--- config.mk ---
export PLATFORM = sky130hd
export DESIGN_NAME = itis_interp
export DESIGN_NICKNAME = d
export VERILOG_FILES = /design/src/rtl/core/itis_pkg.sv /design/src/rtl/core/itis_interp.sv
export SDC_FILE = /design/constraint.sdc
export NUM_CORES = 2
export LEC_CHECK = 0
export BUFFER_PORTS_ARGS = -buffer_cell sky130_fd_sc_hd__buf_2
export CORE_MARGIN = 2
export CORE_UTILIZATION = 35
export CTS_BUF_LIST = sky130_fd_sc_hd__clkbuf_4
export DETAILED_ROUTE_END_ITERATION = 7
export SLEW_MARGIN = 25
export SYNTH_ARGS = -nofsm -noshare
export SYNTH_HDL_FRONTEND = slang
export SYNTH_SLANG_ARGS = --single-unit
export TNS_END_PERCENT = 20
--- constraint.sdc ---
create_clock -name clk -period 14.59 [get_ports clk]
set_clock_uncertainty 0.15 [all_clocks]
set_input_delay 2.918 -clock clk [delete_from_list [all_inputs] [get_ports clk]]
set_output_delay 2.918 -clock clk [all_outputs]
set_load 0.05 [all_outputs]
--- src/rtl/core/itis_pkg.sv ---
// Shared widths, constants, codes and control types of the table inverse search.
package itis_pkg;

  // Field widths.
  localparam int FRAC_BITS = 20;
  localparam int MASS_W    = 25;
  localparam int DENS_W    = 32;
  localparam int IDX_W     = 11;
  localparam int TRIAL_W   = 34;
  localparam int DIFF_W    = 33;
  localparam int PROD_W    = 54;
  localparam int IDXS_W    = 12;

  // Mass constants, unsigned Q.20.
  localparam logic [MASS_W-1:0] MASS_ONE   = MASS_W'(1 << FRAC_BITS);
  localparam logic [MASS_W-1:0] MASS_INIT  = MASS_W'(27 << (FRAC_BITS - 1));
  localparam logic [MASS_W-1:0] MASS_HIGH  = MASS_W'(17 << FRAC_BITS);
  localparam logic [MASS_W-1:0] MASS_LOW   = MASS_W'(8 << FRAC_BITS);
  localparam logic [MASS_W-1:0] STEP_FIRST = MASS_W'(1 << (FRAC_BITS - 1));
  localparam logic [MASS_W-1:0] STEP_LAST  = MASS_W'(2);

  // Density returned above the top of the table, signed Q17.16.
  localparam logic signed [TRIAL_W-1:0] FLOOR_DENSITY = -TRIAL_W'(65536000);

  // Item commands.
  typedef enum logic {
    CMD_LOAD  = 1'b0,
    CMD_QUERY = 1'b1
  } cmd_t;

  // Stage strobes from the sequencer to the lookup datapath.
  typedef struct packed {
    logic rd;
    logic diff;
    logic mul;
  } lookup_ctl_t;

endpackage

--- src/rtl/core/itis_interp.sv ---
// Table lookup datapath: address generation, difference, product and interpolated sum.
module itis_interp #(
  parameter int DEPTH = 1802,
  localparam int AW = $clog2(DEPTH)
) (
  input  logic                                 clk,
  input  itis_pkg::lookup_ctl_t                ctl,
  input  logic [itis_pkg::MASS_W-1:0]          mass,
  output logic [AW-1:0]                        rd_addr_a,
  output logic [AW-1:0]                        rd_addr_b,
  input  logic signed [itis_pkg::DENS_W-1:0]   rd_data_a,
  input  logic signed [itis_pkg::DENS_W-1:0]   rd_data_b,
  output logic signed [itis_pkg::TRIAL_W-1:0]  trial
);
  import itis_pkg::*;

  localparam logic [IDXS_W-1:0] LAST_IDX = IDXS_W'(DEPTH - 1);

  logic                     over;
  logic                     under;
  logic [MASS_W-1:0]        span;
  logic [31:0]              span_w;
  logic [31:0]              pos;
  logic [IDXS_W-1:0]        idx_lo;
  logic [IDXS_W-1:0]        idx_hi;
  logic [IDXS_W-1:0]        sat_lo;
  logic [IDXS_W-1:0]        sat_hi;

  logic                     over_r;
  logic [FRAC_BITS-1:0]     frac_r;
  logic signed [DENS_W-1:0] lo_r;
  logic signed [DIFF_W-1:0] diff_r;
  logic signed [PROD_W-1:0] prod_r;

  // Table position (17 - m) * 200 in Q.20; the multiply by 200 is three shifted adds.
  always_comb begin
    over   = mass > MASS_HIGH;
    under  = mass <= MASS_LOW;
    span   = MASS_HIGH - mass;
    span_w = 32'(span);
    pos    = (span_w << 7) + (span_w << 6) + (span_w << 3);
    idx_lo = {1'b0, pos[FRAC_BITS +: IDX_W]};
    idx_hi = idx_lo + IDXS_W'(1);
    // At or below the low end of mass both reads go to the last entry.
    if (under || idx_lo > LAST_IDX) begin
      sat_lo = LAST_IDX;
    end else begin
      sat_lo = idx_lo;
    end
    if (under || idx_hi > LAST_IDX) begin
      sat_hi = LAST_IDX;
    end else begin
      sat_hi = idx_hi;
    end
  end

  assign rd_addr_a = AW'(sat_lo);
  assign rd_addr_b = AW'(sat_hi);

  // Stage registers, one stage per sequencer strobe.
  always_ff @(posedge clk) begin
    if (ctl.rd) begin
      over_r <= over;
      frac_r <= under ? '0 : pos[FRAC_BITS-1:0];
    end
    if (ctl.diff) begin
      lo_r   <= rd_data_a;
      diff_r <= DIFF_W'(rd_data_b) - DIFF_W'(rd_data_a);
    end
    if (ctl.mul) begin
      prod_r <= PROD_W'($signed({1'b0, frac_r})) * PROD_W'(diff_r);
    end
  end

  // Interpolated value; the arithmetic shift floors the scaled product.
  assign trial = over_r ? FLOOR_DENSITY
                        : TRIAL_W'(lo_r) + TRIAL_W'(prod_r >>> FRAC_BITS);

endmodule

== After elaboration in Yosys (flattened, before gate mapping) ==
Index checks and enable logic that the tools add are counted.

* $add $sub $neg: 6
* Multiply operators: 1
* Order comparisons: 4
* Mux-type cells: 3
* Reductions and logical operators: 2

{| class="wikitable"
|+ Operator list
! operator !! number
|-
| $mul 21x33->54 || 1
|-
| $add 32x34->34 || 1
|-
| $mux 34 || 1
|-
| $sub 32x32->33 || 1
|-
| $add 31x28->31 || 1
|-
| $add 31x31->31 || 1
|-
| $gt 25x25->1 const B || 1
|-
| $le 25x24->1 const B || 1
|-
| $sub 25x25->25 const A || 1
|-
| $mux 11 || 2
|-
| $add 11x1->12 const B || 1
|-
| $gt 12x11->1 const B || 1
|-
| $gt 11x11->1 const B || 1
|-
| $logic_or 1x1->1 || 2
|}

* Bits in registers: 140
* Bits of input ports: 93
* Output and inout bits: 56

== Depth between registers and ports, before layout ==
* Depth after elaboration: 7
* Depth in mapped cells: 25
* Mapped depth without buffers: 24

== Least setup slack after synthesis ==
OpenSTA, ideal clock, no wires.

* Path type: input to output
* Start: input mass[0] in the netlist's numbering
* End: output rd_addr_b[3]
* Arrival: 8.112 ns
* Data required time: 11.522 ns
* Setup slack: 3.410 ns
* Stages: 21
* Path buffers: 2
* Path through: or3_1 > nor3_1 > nand2_1 > nor4_1 > xnor2_1 > xor2_1 > ha_1 > ha_1 > buf_2 > a21oi_1 > nor2_1 > nor4_1 > a21oi_2 > xor2_1 > ha_1 > and3_1 > buf_2 > nand4_1 > o32ai_4 > nor2_2 > o221ai_1

* Longest elaborated chain between the ends: 7
* Elaborated cells on any way between the ends: 8
* Those cells by class: add/sub: 4; order compare: 2; mux: 1; reduce/logical: 1

{| class="wikitable"
|+ RTL lines
! what !! line !! RTL
|-
| start, declared || itis_interp.sv:8 || <nowiki>input logic [itis_pkg::MASS_W-1:0] mass,</nowiki>
|-
| $sub 25x25->25 || itis_interp.sv:39 || <nowiki>span = MASS_HIGH - mass;</nowiki>
|-
| $add 31x31->31 || itis_interp.sv:41 || <nowiki>pos = (span_w << 7) + (span_w << 6) + (span_w << 3);</nowiki>
|-
| $add 31x28->31 || itis_interp.sv:41 ||
|-
| $add 11x1->12 || itis_interp.sv:43 || <nowiki>idx_hi = idx_lo + IDXS_W'(1);</nowiki>
|-
| $gt 12x11->1 || itis_interp.sv:50 || <nowiki>if (under || idx_hi > LAST_IDX) begin</nowiki>
|-
| $logic_or 1x1->1 || itis_interp.sv:50 ||
|-
| $mux 11 (*) || itis_interp.sv:50 ||
|-
| end, declared || itis_interp.sv:10 || <nowiki>output logic [AW-1:0] rd_addr_b,</nowiki>
|}

Every way passes the cells marked *; elsewhere a longest branch is shown, timed or not.

== Worst setup path in the final report ==
Same ends and word-level chain as after synthesis.

==> metrics.md <==
| Metric | Value |
|---|---|
| Crit path launch | `mass[0]` |
| Crit-path cells | `buf_2 -> or3_1 -> nor3_1 -> nand2_1 -> nor4_1 -> xnor2_1 -> xor2_1 -> ha_1 -> ha_1 -> a21oi_1 -> nor2_1 -> nor4_1 -> a21oi_2 -> xor2_1 -> ha_1 -> and3_1 -> nand4_1 -> o32ai_4 -> nor2_2 -> o221ai_1 -> buf_2` |
| Delay-heaviest family, CP | `simple AND/OR/NAND/NOR gates` |
| Crit-path max FO | `9` |
| Total GRT Usage | `16.4%` |
| Endpoints failing hold | `0` |
| CP max-delay cell | `xor2_1` |
| Hold Path Sink | `prod_r[20]$_DFFE_PP_` |
| Cells after Synth | `3,116` |
| Avg Cell Area, Syn | `9.47 sq um` |
| Worst-path clk slew | `0.13 ns` |
| Reg2reg end | `prod_r[41]$_DFFE_PP_` |
| Vias | `21,000` |
| Arrival @ worst endpoint | `8.64 ns` |
| Post-DP HPWL | `54,400 microns` |
| Maximum clock rate | `85.4 MHz` |
| Yosys Warn Count | `0` |
| Vias per cell | `4.87` |
| R2R setup slack | `6.77 ns` |
| Yosys top cell area share | `36.6%` |
| Post-CTS resize count | `0` |
| Final Setup Violations | `0` |
| Most frequent cell after synthesis | `inv_1` |
| Max-cap violation count | `0` |
| Drt initial violations | `946` |
| Worst Reg2Reg Path Length in Cells | `21` |
| Slew HR | `39.6%` |
| CTS tree | `built` |
| Worst setup SP type | `input port` |
| Post-synth EDFFs | `117` |
| GPL Wtd Cong | `0.821` |
| Hold crit path type | `reg2reg` |
| Final instance area | `31,700 sq um` |
| Status | `complete, no violations` |
| RR Startpoint | `diff_r[5]$_DFFE_PP_` |
| Critical path class | `in2out` |
| Final period utilization | `80.2%` |
| Synth Net Count | `4,055` |
| Skew-Pair Late Insertion Delay | `0.59 ns` |
| Final core occ | `38.0%` |
| Seq cells post-synth | `117` |
| TritonRoute pass-1 iters | `5` |
| Worst-Margin Slew | `0.906 ns` |
| P&R area growth vs syn | `7.50%` |
| Register area share after synthesis | `11.9%` |
| Fin. max-slew vios | `0` |
| Unrepaired setup endpoints after global routing | `false` |
| Largest net degree at the start of global routing | `66` |
| Top cells by count, synth | `605 x inv_1, 539 x fa_1, 316 x nand2_1` |
| Ports | `149` |
| Crit-path max cell delay | `0.52 ns` |
| CTS Buf Count | `17` |
| Async SR Flop Fraction | `0%` |
| First-pass GRT wire length | `114,000 microns` |
| Routed Antenna Nets | `0` |
| Layout cells sized above 1 | `7.68%` |
| Post-CTS Setup Bufs | `0` |
| WP buf/inv | `2` |
| Die X | `294 microns` |
| WP data required | `11.52 ns` |
| DRC | `0` |
| Hold Path Depth | `7` |
| Clock Tree Root | `clkbuf_4` |
| CORE AREA | `83,600 sq um` |
| Critical Path End Type | `output pin` |
| CTS max path bufs | `2` |
| Top FF cell, synth | `edfxtp_1` |
| CTS Sinks | `117` |
| Synth area leader | `fa_1` |
| Area contributors post-synth | `fa_1 37%, ha_1 13%, edfxtp_1 12%` |
| Final #Nets | `4,154` |
| Port Buf Inserts | `148` |
| HP Start | `frac_r[6]$_SDFFCE_PP0P_` |
| Filler cells | `8,502` |
| Vias in the first global route | `22,000` |
| WL per Instance | `15.7 microns` |
| Total die area | `86,600 sq um` |
| Synth cell types | `84` |
| H-Tree Depth | `4` |
| Initial Util | `35.3%` |
| Final wirelength | `67,800 microns` |
| Num rows | `106` |
| Die Ht | `294 microns` |
| Final Critical Period | `11.71 ns` |
| DP Worst Slack | `2.88 ns` |
| Setup tns final | `0 ns` |
| Hold buffer count at CTS | `0` |
| Most Frequent Cell on Critical Path | `ha_1` |
| Initial antenna violation count | `1` |
| Worst setup margin | `2.88 ns` |
| Footprint of the multi-input gates | `23,300 sq um` |
| Post-Syn Area | `29,500 sq um` |
| Register area | `3510 sq um` |
| Grt ovf | `0` |
| Post-DP Area | `31,400 sq um` |
[area by class of cell]
cell class,instances,share of cell area (%)
multi-input cells,2295,73.6
flip-flops and latches,117,11.1
inverters,606,7.17
well taps,1080,4.26
repair buffers,178,3.07
clock inverters,15,0.410
clock buffers,17,0.402
diodes,1,0.00789
[placed cells by master, fill, tap and decap left out, types with 5 or more instances in the layout]
master / n
nor2_1: 106
and2_1: 305
or3_1: 11
inv_1: 605
a21oi_2: 6
nor2b_1: 23
nor3_1: 35
xnor2_1: 102
a211oi_1: 15
edfxtp_1: 117
nand4_1: 12
fa_1: 539
nand3_1: 20
o31ai_1: 6
nand2b_1: 23
and3_1: 25
or2_2: 5
o211ai_1: 9
clkinvlp_4: 5
ha_1: 307
a21oi_1: 100
nand2_1: 316
o21ai_0: 48
a21o_1: 62
o21a_1: 22
xor2_1: 58
buf_4: 29
a31oi_1: 8
buf_2: 148
o21bai_1: 19
nor4_1: 10
and4_1: 7
clkbuf_4: 17
a31o_2: 5
o21ai_1: 5
[worst max path at each step]
stage / to / slack [ns] / cells past startpoint
after floorplan: rd_addr_b[3] / 3.41 / 21
after global placement: rd_addr_b[3] / 2.95 / 21
after detailed placement: rd_addr_b[3] / 2.88 / 22
final: rd_addr_b[3] / 2.88 / 21
after CTS: rd_addr_b[3] / 2.88 / 22
after global routing: rd_addr_b[3] / 2.20 / 21
[metrics by stage]
step,hold slack (ns),instances
after floorplan,0.838,3116
after global placement,1.60,4275
after detailed placement,1.60,4275
after CTS,1.62,4307
after global routing,1.71,4309
final,1.60,4309
[worst min-delay path: cells and delay by family (launching register included)]
kind                   cells  cell delay (ns)
AOI/OAI and AO/OA          4             0.67
buffers and inverters      1             0.28
DFF                        1             0.38
and+or+nand+nor            2             0.22
[state kept, by name, summed over array words and instances, names as in the netlist]
| register | count |
|---|---|
| over_r | 1 |
| frac_r | 17 |
| lo_r | 32 |
| diff_r | 33 |
| prod_r | 34 |
[cell families after synthesis]
| family | after synthesis | share of synthesized area [%] |
|---|---|---|
| AOI/OAI and AO/OA | 370 | 8.78 |
| xor gates and xnor gates | 160 | 4.75 |
| adders and majority gates | 846 | 49.6 |
| buffers and inverters | 704 | 8.99 |
| DFF | 117 | 11.9 |
| muxes | 1 | 0.0339 |
| and+or+nand+nor | 918 | 15.9 |
[metal layers]
layer	track usage [%]	wire (microns)	vias up	share of wire [%]
li1	-	-	10000	-
met1	21.4	29900	10600	44
met2	29.5	34800	328	51
met3	1.58	1890	68	2.8
met4	3.30	1170	0	1.7
met5	0	0	-	0
Power is left out: the tool's default activity adds up to more than one toggle a clock period on the data nets, which glitch-free logic cannot reach.
