File: src/rtl/core/itis_pkg.sv
// Shared widths, constants, codes and control types of the table inverse search.
package itis_pkg;

  // Field widths.
  localparam int FRAC_BITS = 20;
  localparam int MASS_W    = 25;
  localparam int DENS_W    = 32;
  localparam int IDX_W     = 11;
  localparam int TRIAL_W   = 34;
  localparam int DIFF_W    = 33;
  localparam int PROD_W    = 54;
  localparam int IDXS_W    = 12;

  // Mass constants, unsigned Q.20.
  localparam logic [MASS_W-1:0] MASS_ONE   = MASS_W'(1 << FRAC_BITS);
  localparam logic [MASS_W-1:0] MASS_INIT  = MASS_W'(27 << (FRAC_BITS - 1));
  localparam logic [MASS_W-1:0] MASS_HIGH  = MASS_W'(17 << FRAC_BITS);
  localparam logic [MASS_W-1:0] MASS_LOW   = MASS_W'(8 << FRAC_BITS);
  localparam logic [MASS_W-1:0] STEP_FIRST = MASS_W'(1 << (FRAC_BITS - 1));
  localparam logic [MASS_W-1:0] STEP_LAST  = MASS_W'(2);

  // Density returned above the top of the table, signed Q17.16.
  localparam logic signed [TRIAL_W-1:0] FLOOR_DENSITY = -TRIAL_W'(65536000);

  // Item commands.
  typedef enum logic {
    CMD_LOAD  = 1'b0,
    CMD_QUERY = 1'b1
  } cmd_t;

  // Stage strobes from the sequencer to the lookup datapath.
  typedef struct packed {
    logic rd;
    logic diff;
    logic mul;
  } lookup_ctl_t;

endpackage

File: src/rtl/core/itis_search_ctrl.sv
// Search sequencer: whole steps, then bisection, and the result register.
module itis_search_ctrl (
  input  logic                                 clk,
  input  logic                                 rst_n,
  input  logic                                 query_start,
  input  logic signed [itis_pkg::DENS_W-1:0]   target,
  input  logic signed [itis_pkg::TRIAL_W-1:0]  trial,
  output itis_pkg::lookup_ctl_t                ctl,
  output logic [itis_pkg::MASS_W-1:0]          mass,
  output logic                                 busy,
  output logic                                 out_valid,
  input  logic                                 out_ready,
  output logic [itis_pkg::MASS_W-1:0]          found_mass
);
  import itis_pkg::*;

  typedef enum logic [2:0] {
    S_IDLE,
    S_READ,
    S_DIFF,
    S_MUL,
    S_SUM,
    S_DONE
  } state_t;

  typedef enum logic [1:0] {
    PH_DOWN,
    PH_UP,
    PH_BISECT
  } phase_t;

  state_t                   state_r, state_nxt;
  phase_t                   phase_r, phase_nxt;
  logic [MASS_W-1:0]        m_r, m_nxt;
  logic [MASS_W-1:0]        step_r, step_nxt;
  logic signed [DENS_W-1:0] target_r, target_nxt;
  logic                     out_valid_r, out_valid_nxt;
  logic [MASS_W-1:0]        found_r, found_nxt;

  logic                     lt;
  logic                     gt;
  logic                     down_go;
  logic                     up_go;

  // Outcome of the lookup just finished.
  always_comb begin
    lt      = trial < TRIAL_W'(target_r);
    gt      = trial > TRIAL_W'(target_r);
    down_go = (phase_r == PH_DOWN) && lt && (m_r > MASS_LOW);
    up_go   = (phase_r != PH_BISECT) && gt && (m_r < MASS_HIGH);
  end

  // Next state of the search.
  always_comb begin
    state_nxt     = state_r;
    phase_nxt     = phase_r;
    m_nxt         = m_r;
    step_nxt      = step_r;
    target_nxt    = target_r;
    found_nxt     = found_r;
    out_valid_nxt = out_valid_r && !out_ready;
    unique case (state_r)
      S_IDLE: begin
        if (query_start) begin
          state_nxt  = S_READ;
          phase_nxt  = PH_DOWN;
          m_nxt      = MASS_INIT;
          step_nxt   = STEP_FIRST;
          target_nxt = target;
        end
      end
      S_READ: begin
        state_nxt = S_DIFF;
      end
      S_DIFF: begin
        state_nxt = S_MUL;
      end
      S_MUL: begin
        state_nxt = S_SUM;
      end
      S_SUM: begin
        if (down_go) begin
          m_nxt     = m_r - MASS_ONE;
          state_nxt = S_READ;
        end else if (up_go) begin
          m_nxt     = m_r + MASS_ONE;
          phase_nxt = PH_UP;
          state_nxt = S_READ;
        end else begin
          // Bisection step; the value after the finest step is not looked up.
          m_nxt     = lt ? m_r - step_r : m_r + step_r;
          phase_nxt = PH_BISECT;
          step_nxt  = step_r >> 1;
          state_nxt = (step_r == STEP_LAST) ? S_DONE : S_READ;
        end
      end
      S_DONE: begin
        if (!out_valid_r || out_ready) begin
          found_nxt     = m_r;
          out_valid_nxt = 1'b1;
          state_nxt     = S_IDLE;
        end
      end
      default: begin
        state_nxt = S_IDLE;
      end
    endcase
  end

  // State and registered outputs.
  always_ff @(posedge clk) begin
    if (!rst_n) begin
      state_r     <= S_IDLE;
      phase_r     <= PH_DOWN;
      out_valid_r <= 1'b0;
    end else begin
      state_r     <= state_nxt;
      phase_r     <= phase_nxt;
      out_valid_r <= out_valid_nxt;
      m_r         <= m_nxt;
      step_r      <= step_nxt;
      target_r    <= target_nxt;
      found_r     <= found_nxt;
    end
  end

  assign ctl.rd     = state_r == S_READ;
  assign ctl.diff   = state_r == S_DIFF;
  assign ctl.mul    = state_r == S_MUL;
  assign mass       = m_r;
  assign busy       = state_r != S_IDLE;
  assign out_valid  = out_valid_r;
  assign found_mass = found_r;

endmodule

File: config.mk
export PLATFORM = sky130hd
export DESIGN_NAME = itis_search_ctrl
export DESIGN_NICKNAME = d
export VERILOG_FILES = /design/src/rtl/core/itis_pkg.sv /design/src/rtl/core/itis_search_ctrl.sv
export SDC_FILE = /design/constraint.sdc
export NUM_CORES = 1
export LEC_CHECK = 0
export ABC_CLOCK_PERIOD_IN_PS = 7100
export BUFFER_PORTS_ARGS = -buffer_cell sky130_fd_sc_hd__buf_2
export CAP_MARGIN = 10
export CORE_ASPECT_RATIO = 0.9
export CORE_MARGIN = 2
export CORE_UTILIZATION = 58
export CTS_BUF_LIST = sky130_fd_sc_hd__clkbuf_4
export CTS_CLUSTER_DIAMETER = 100
export DETAILED_ROUTE_END_ITERATION = 10
export PLACE_DENSITY = 0.83
export SLEW_MARGIN = 20
export SYNTH_ARGS = -nofsm -noshare
export SYNTH_HDL_FRONTEND = slang
export SYNTH_SLANG_ARGS = --single-unit
File: constraint.sdc
create_clock -name clk -period 7.1 [get_ports clk]
set_clock_uncertainty 0.15 [all_clocks]
set_input_delay 1.42 -clock clk [delete_from_list [all_inputs] [get_ports clk]]
set_output_delay 1.42 -clock clk [all_outputs]
set_load 0.05 [all_outputs]
## Yosys cells after proc, flatten, opt, wreduce, memory -nomap -nowiden

Cells that the tools add are included.

| storage, ports and cells | value |
|---|---|
| logic and storage cells | 65 |
| register bits | 113 |
| input port bits | 70 |

| cells by class | value |
|---|---|
| add/sub/neg operators | 4 |
| eq/ne operators | 11 |
| mux-type cells | 21 |
| magnitude comparators | 4 |
| reductions and logical operators | 18 |

Operator list:

| cell | number |
|---|---|
| 2-to-1 mux 25 bit | 7 |
| case mux 25 bit (2 select lines) | 2 |
| greater-than comparator 34 x 32 -> 1 bit | 1 |
| less-than comparator 34 x 32 -> 1 bit | 1 |
| adder 25 x 21 -> 25 bit (second input constant) | 1 |
| adder 25 bit | 1 |
| equality test 25 x 2 -> 1 bit (second input constant) | 1 |
| greater-than comparator 25 x 24 -> 1 bit (second input constant) | 1 |
| less-than comparator 25 bit (second input constant) | 1 |
| subtractor 25 x 21 -> 25 bit (second input constant) | 1 |
| subtractor 25 bit | 1 |
| case mux 3 bit (6 select lines) | 1 |
| 2-to-1 mux 3 bit | 5 |
| AND reduction 3 bit | 4 |
| != test 2 bit (second input constant) | 5 |
| equality test 3 x 2 -> 1 bit (second input constant) | 2 |
| equality test 3 bit (second input constant) | 2 |
| 2-to-1 mux 2 bit | 3 |
| logical AND 1 bit | 5 |
| AND reduction 5 bit | 1 |
| case mux 2 bit (2 select lines) | 1 |
| equality test 3 x 1 -> 1 bit (second input constant) | 1 |
| logical NOT 3 bit | 1 |
| nonzero test 3 bit | 1 |
| other kinds (6) | 8 |

## Logic depth before layout (Yosys ltp)

| logic depth | value |
|---|---|
| word-level depth | 6 |
| gate-level depth with buffers | 21 |

## Least setup slack after synthesis

No wires, ideal clock.

| timing | value |
|---|---|
| kind | input to register |
| from | input trial[27] in the netlist's numbering |
| to | register m_r[22], in the netlist mass[22] (data pin) |
| library setup time | 0.259 ns |
| path buffers | 2 |
| cell stages on the path | 20 |
| arrival time | 5.438 ns |
| setup slack | 1.253 ns |
| cells stage by stage | ha_1 > a21o_1 > a221o_1 > a211oi_2 > o22ai_1 > or3_1 > buf_4 > clkbuf_1 > nor2_1 > a21oi_1 > fa_1 > a211oi_1 > o21ai_0 > a21oi_1 > o31ai_1 > a31oi_1 > a21oi_1 > xnor2_1 > o22ai_1 > a211o_1 |

| between the ends | value |
|---|---|
| longest elaborated chain between the ends | 6 |

RTL lines:

| what | line | source |
|---|---|---|
| from (decl) | itis_search_ctrl.sv:7 | `input logic signed [itis_pkg::TRIAL_W-1:0] trial,` |
| greater-than comparator 34 x 32 -> 1 bit | itis_search_ctrl.sv:48 | `gt = trial > TRIAL_W'(target_r);` |
| logical AND 1 bit (2 in series) | itis_search_ctrl.sv:50 | `up_go = (phase_r != PH_BISECT) && gt && (m_r < MASS_HIGH);` |
| 2-to-1 mux 25 bit | itis_search_ctrl.sv:85 | `end else if (up_go) begin` |
| 2-to-1 mux 25 bit (*) | itis_search_ctrl.sv:82 | `if (down_go) begin` |
| case mux 25 bit (2 select lines) (*) | itis_search_ctrl.sv:62 | `unique case (state_r)` |
| to (signal assigned) | itis_search_ctrl.sv:120 | `m_r <= m_nxt;` |
| to (decl) | itis_search_ctrl.sv:34 | `logic [MASS_W-1:0] m_r, m_nxt;` |

Mark *: on every way between the ends. The rest lies on a longest branch, timed or not.
A chain may end at the register's enable or synchronous reset.

## Final worst setup path

| timing | value |
|---|---|
| from | input trial[5] in the netlist's numbering |
| to | register m_r[23], in the netlist mass[23] (data pin) |

The elaborated chain is that of the path after synthesis.

==> reports/summary.txt <==
DR WL/cell - 16.70 µm
Core Region - 10,990 µm²
WS Path Type - primary input to flip-flop
Yosys cell types - 63
Pin count of the biggest net entering global routing - 33
Synth warn - 0
Slowest stage delay, CP - 0.57 ns
Power density over the cells - 246.6 nW/µm²
Post-Synth XOR/XNOR Area - 0.04370
RSZ-0062 raised after global routing - no
Overall Global Routing Usage - 0.2565
Reg2reg end - mass[23]
Hold Path Class - flip-flop to flip-flop
Share of layout cells above drive strength 1 - 0.2021
DRT Pass-1 Iters - 5
MaxCap Viol Count - 0
Die width - 116.6 µm
Max Root-Sink Buffers - 2
Setup violators final - 0
Via density - 5.921
Most common cell after layout, fill and taps aside - buf_2
CP max FO - 11
Mux cell area share after synthesis - 0.001513
Total Nets Final - 886
Seq/Total Area, Yosys - 0.4813
Synth top area cells - edfxtp_1 (46%), ha_1 (12%), a21oi_1 (3.8%)
DRC - 0
Placed Area - 7365 µm²
Net count after synthesis - 767
H-tree levels - 3
Clock tree from TritonCTS - built
Post-CTS Setup Bufs - 0
Synth Instances - 633
Cts hold-fix bufs - 0
CP required - 7.26 ns
Final ANT Viol Nets - 0
Reg2reg start - target_r[7]
Worst VDD drop - 0.0001719 V
Yosys top cell by area - edfxtp_1
Initial Utilization - 0.6018
Syn_area_per_cell - 10.45 µm²
Leakage - 0.003189 µW
Initial antenna violation count - 0
Num Clock Sinks - 108
Final total negative setup slack - 0 ns
WHS Endpoint - found_mass[8]
Status - finished, final reports clean
Gr ovfl total - 0
Hold Vio Cnt, Final - 0
Final WS setup - 0.9002 ns
Skew-Pair Late Insertion Delay - 0.49 ns
Final core occ - 0.6836
ANT cells - 0
Hpwl dp - 11,600 µm
Cell at the root of the clock tree - clkbuf_4
Clk pin slew, worst setup/hold paths - 0.15 ns
EDFF count, synth - 102
WL final - 15,180 µm
Main synth FF type - edfxtp_1
R2R cell count - 19
R2R setup slack - 1.51 ns
Endpoint type of the worst setup path - flip-flop
Share of the synthesized area in the top cell type - 0.4631
Worst hold start - mass[8]
CTS Buf Count - 9
Post-route cell area - 7513 µm²
Dpl ws - 0.4991 ns
Crit-path cells - buf_2 -> ha_1 -> a21oi_1 -> o21ai_0 -> a2111oi_0 -> o22ai_1 -> or3_1 -> and2_1 -> xnor2_1 -> ha_1 -> o21ai_0 -> a21oi_1 -> o21ai_0 -> a21boi_1 -> o41a_1 -> o211ai_1 -> a31oi_1 -> and4_1 -> o41ai_1
Worst setup SP type - primary input
Simple-gate share of the synthesized area - 0.1457
Largest family of logic cells by synthesized area - compound AO/OA/AOI/OAI gates
Die Height - 105.3 µm
Hold Path Depth - 0
Slew of the pin with the lowest slew margin - 1.001 ns
# resized after CTS - 0
CP dominant cell by count - o21ai_0
Fmax - 0.1613 GHz
Die footprint - 12,270 µm²
Mapped cell area - 6614 µm²
Initial detailed-routing violation count - 384
Fillers - 859
Most frequent cells in the layout - buf_2 (124), edfxtp_1 (102), ha_1 (63)
Worst EP arrival - 6.36 ns
Yosys reg bits - 108
Period utilisation layout - 0.8732
Synth Area in Compound Gates - 0.1593
IO Pins - 125
Final Critical Period - 6.200 ns
Via count - 5,382
First-pass GRT wire length - 24,760 µm
GP Congestion - 0.9669
Area Overhead vs Synth - 13.60%
Vias in the first global route - 5,344
Fin. max-slew vios - 0
IO Port Bufs - 124
Slew headroom - 0.3319
Synth Area in Adders - 0.1222
Worst path slowest cell - or3_1
Site Rows - 36
Async set-or-reset flop fraction in the synthesized netlist - 0
worst max path at each step:
stage                          from  endpoint  slack [ns]
final                      trial[5]  mass[23]        0.90
after global routing       trial[5]  mass[23]        0.41
after CTS                  trial[5]  mass[23]        0.98
after detailed placement   trial[5]  mass[23]        0.50
after global placement     trial[5]  mass[23]        0.64
after floorplan           trial[27]  mass[22]        1.25
power by group:
part	total (µW)	internal, µW	leakage, µW	switching [µW]
clock	313	119	0.0000752	194
combinational	729	267	0.00213	462
sequential	810	759	0.000987	51.1
synthesized netlist by cell type (all sizes together), types with 10 or more instances:
cell,n
a21oi,51
xor2,19
edfxtp,102
nand3,12
a211oi,11
clkbuf,13
inv,56
nor3,10
nand2,56
ha,63
nor2,39
o21ai,36
xnor2,14
and3,20
registers in the layout, indices dropped and copies added (netlist names):
| register | cells |
|---|---|
| mass | 25 |
| found_mass | 25 |
| target_r | 32 |
| out_valid | 1 |
| state_r | 3 |
| phase_r | 2 |
| step_r | 20 |
worst max-delay path, delay by kind of cell:
| family | cells | cell delay [ns] |
|---|---|---|
| compound gates | 12 | 2.98 |
| simple gates | 3 | 1.05 |
| fa+ha+maj | 2 | 0.66 |
| xor+xnor | 1 | 0.12 |
| buf+inv | 1 | 0.11 |
cells by family (layout without fill, tap and decap cells):
kind of cell | Yosys count | in the layout
simple gates | 190 | 190
compound gates | 161 | 161
flops | 108 | 108
buf+inv | 76 | 200
fa+ha+maj | 64 | 64
xor+xnor | 33 | 33
mux | 1 | 1
final cells by class:
cell class,count,area [µm²],share of cell area
Inverter,56,210.2,0.02798
Tap cell,152,190.2,0.02531
Multi-Input combinational cell,449,3139,0.4178
Clock buffer,12,90.09,0.01199
Clock inverter,4,50.05,0.006661
Sequential cell,108,3183,0.4236
Timing Repair Buffer,128,650.6,0.08659
stage by stage:
stage | hold slack (ns) | cells | total power [µW]
after global placement | 0.3807 | 893 | 1505
after floorplan | 0.3608 | 633 | 1372
after CTS | 0.4270 | 909 | 1850
after global routing | 0.4448 | 909 | 1966
after detailed placement | 0.3936 | 893 | 1540
final | 0.4268 | 909 | 1853
routing by layer:
layer,track usage,wire [µm],vias to the layer above
li1,-,-,2587
met1,0.3251,6328,2520
met2,0.4174,7296,244
met3,0.07648,1245,31
met4,0.08992,312,0
met5,0,0,-
Note: power is estimated with default switching activity, not from simulation.
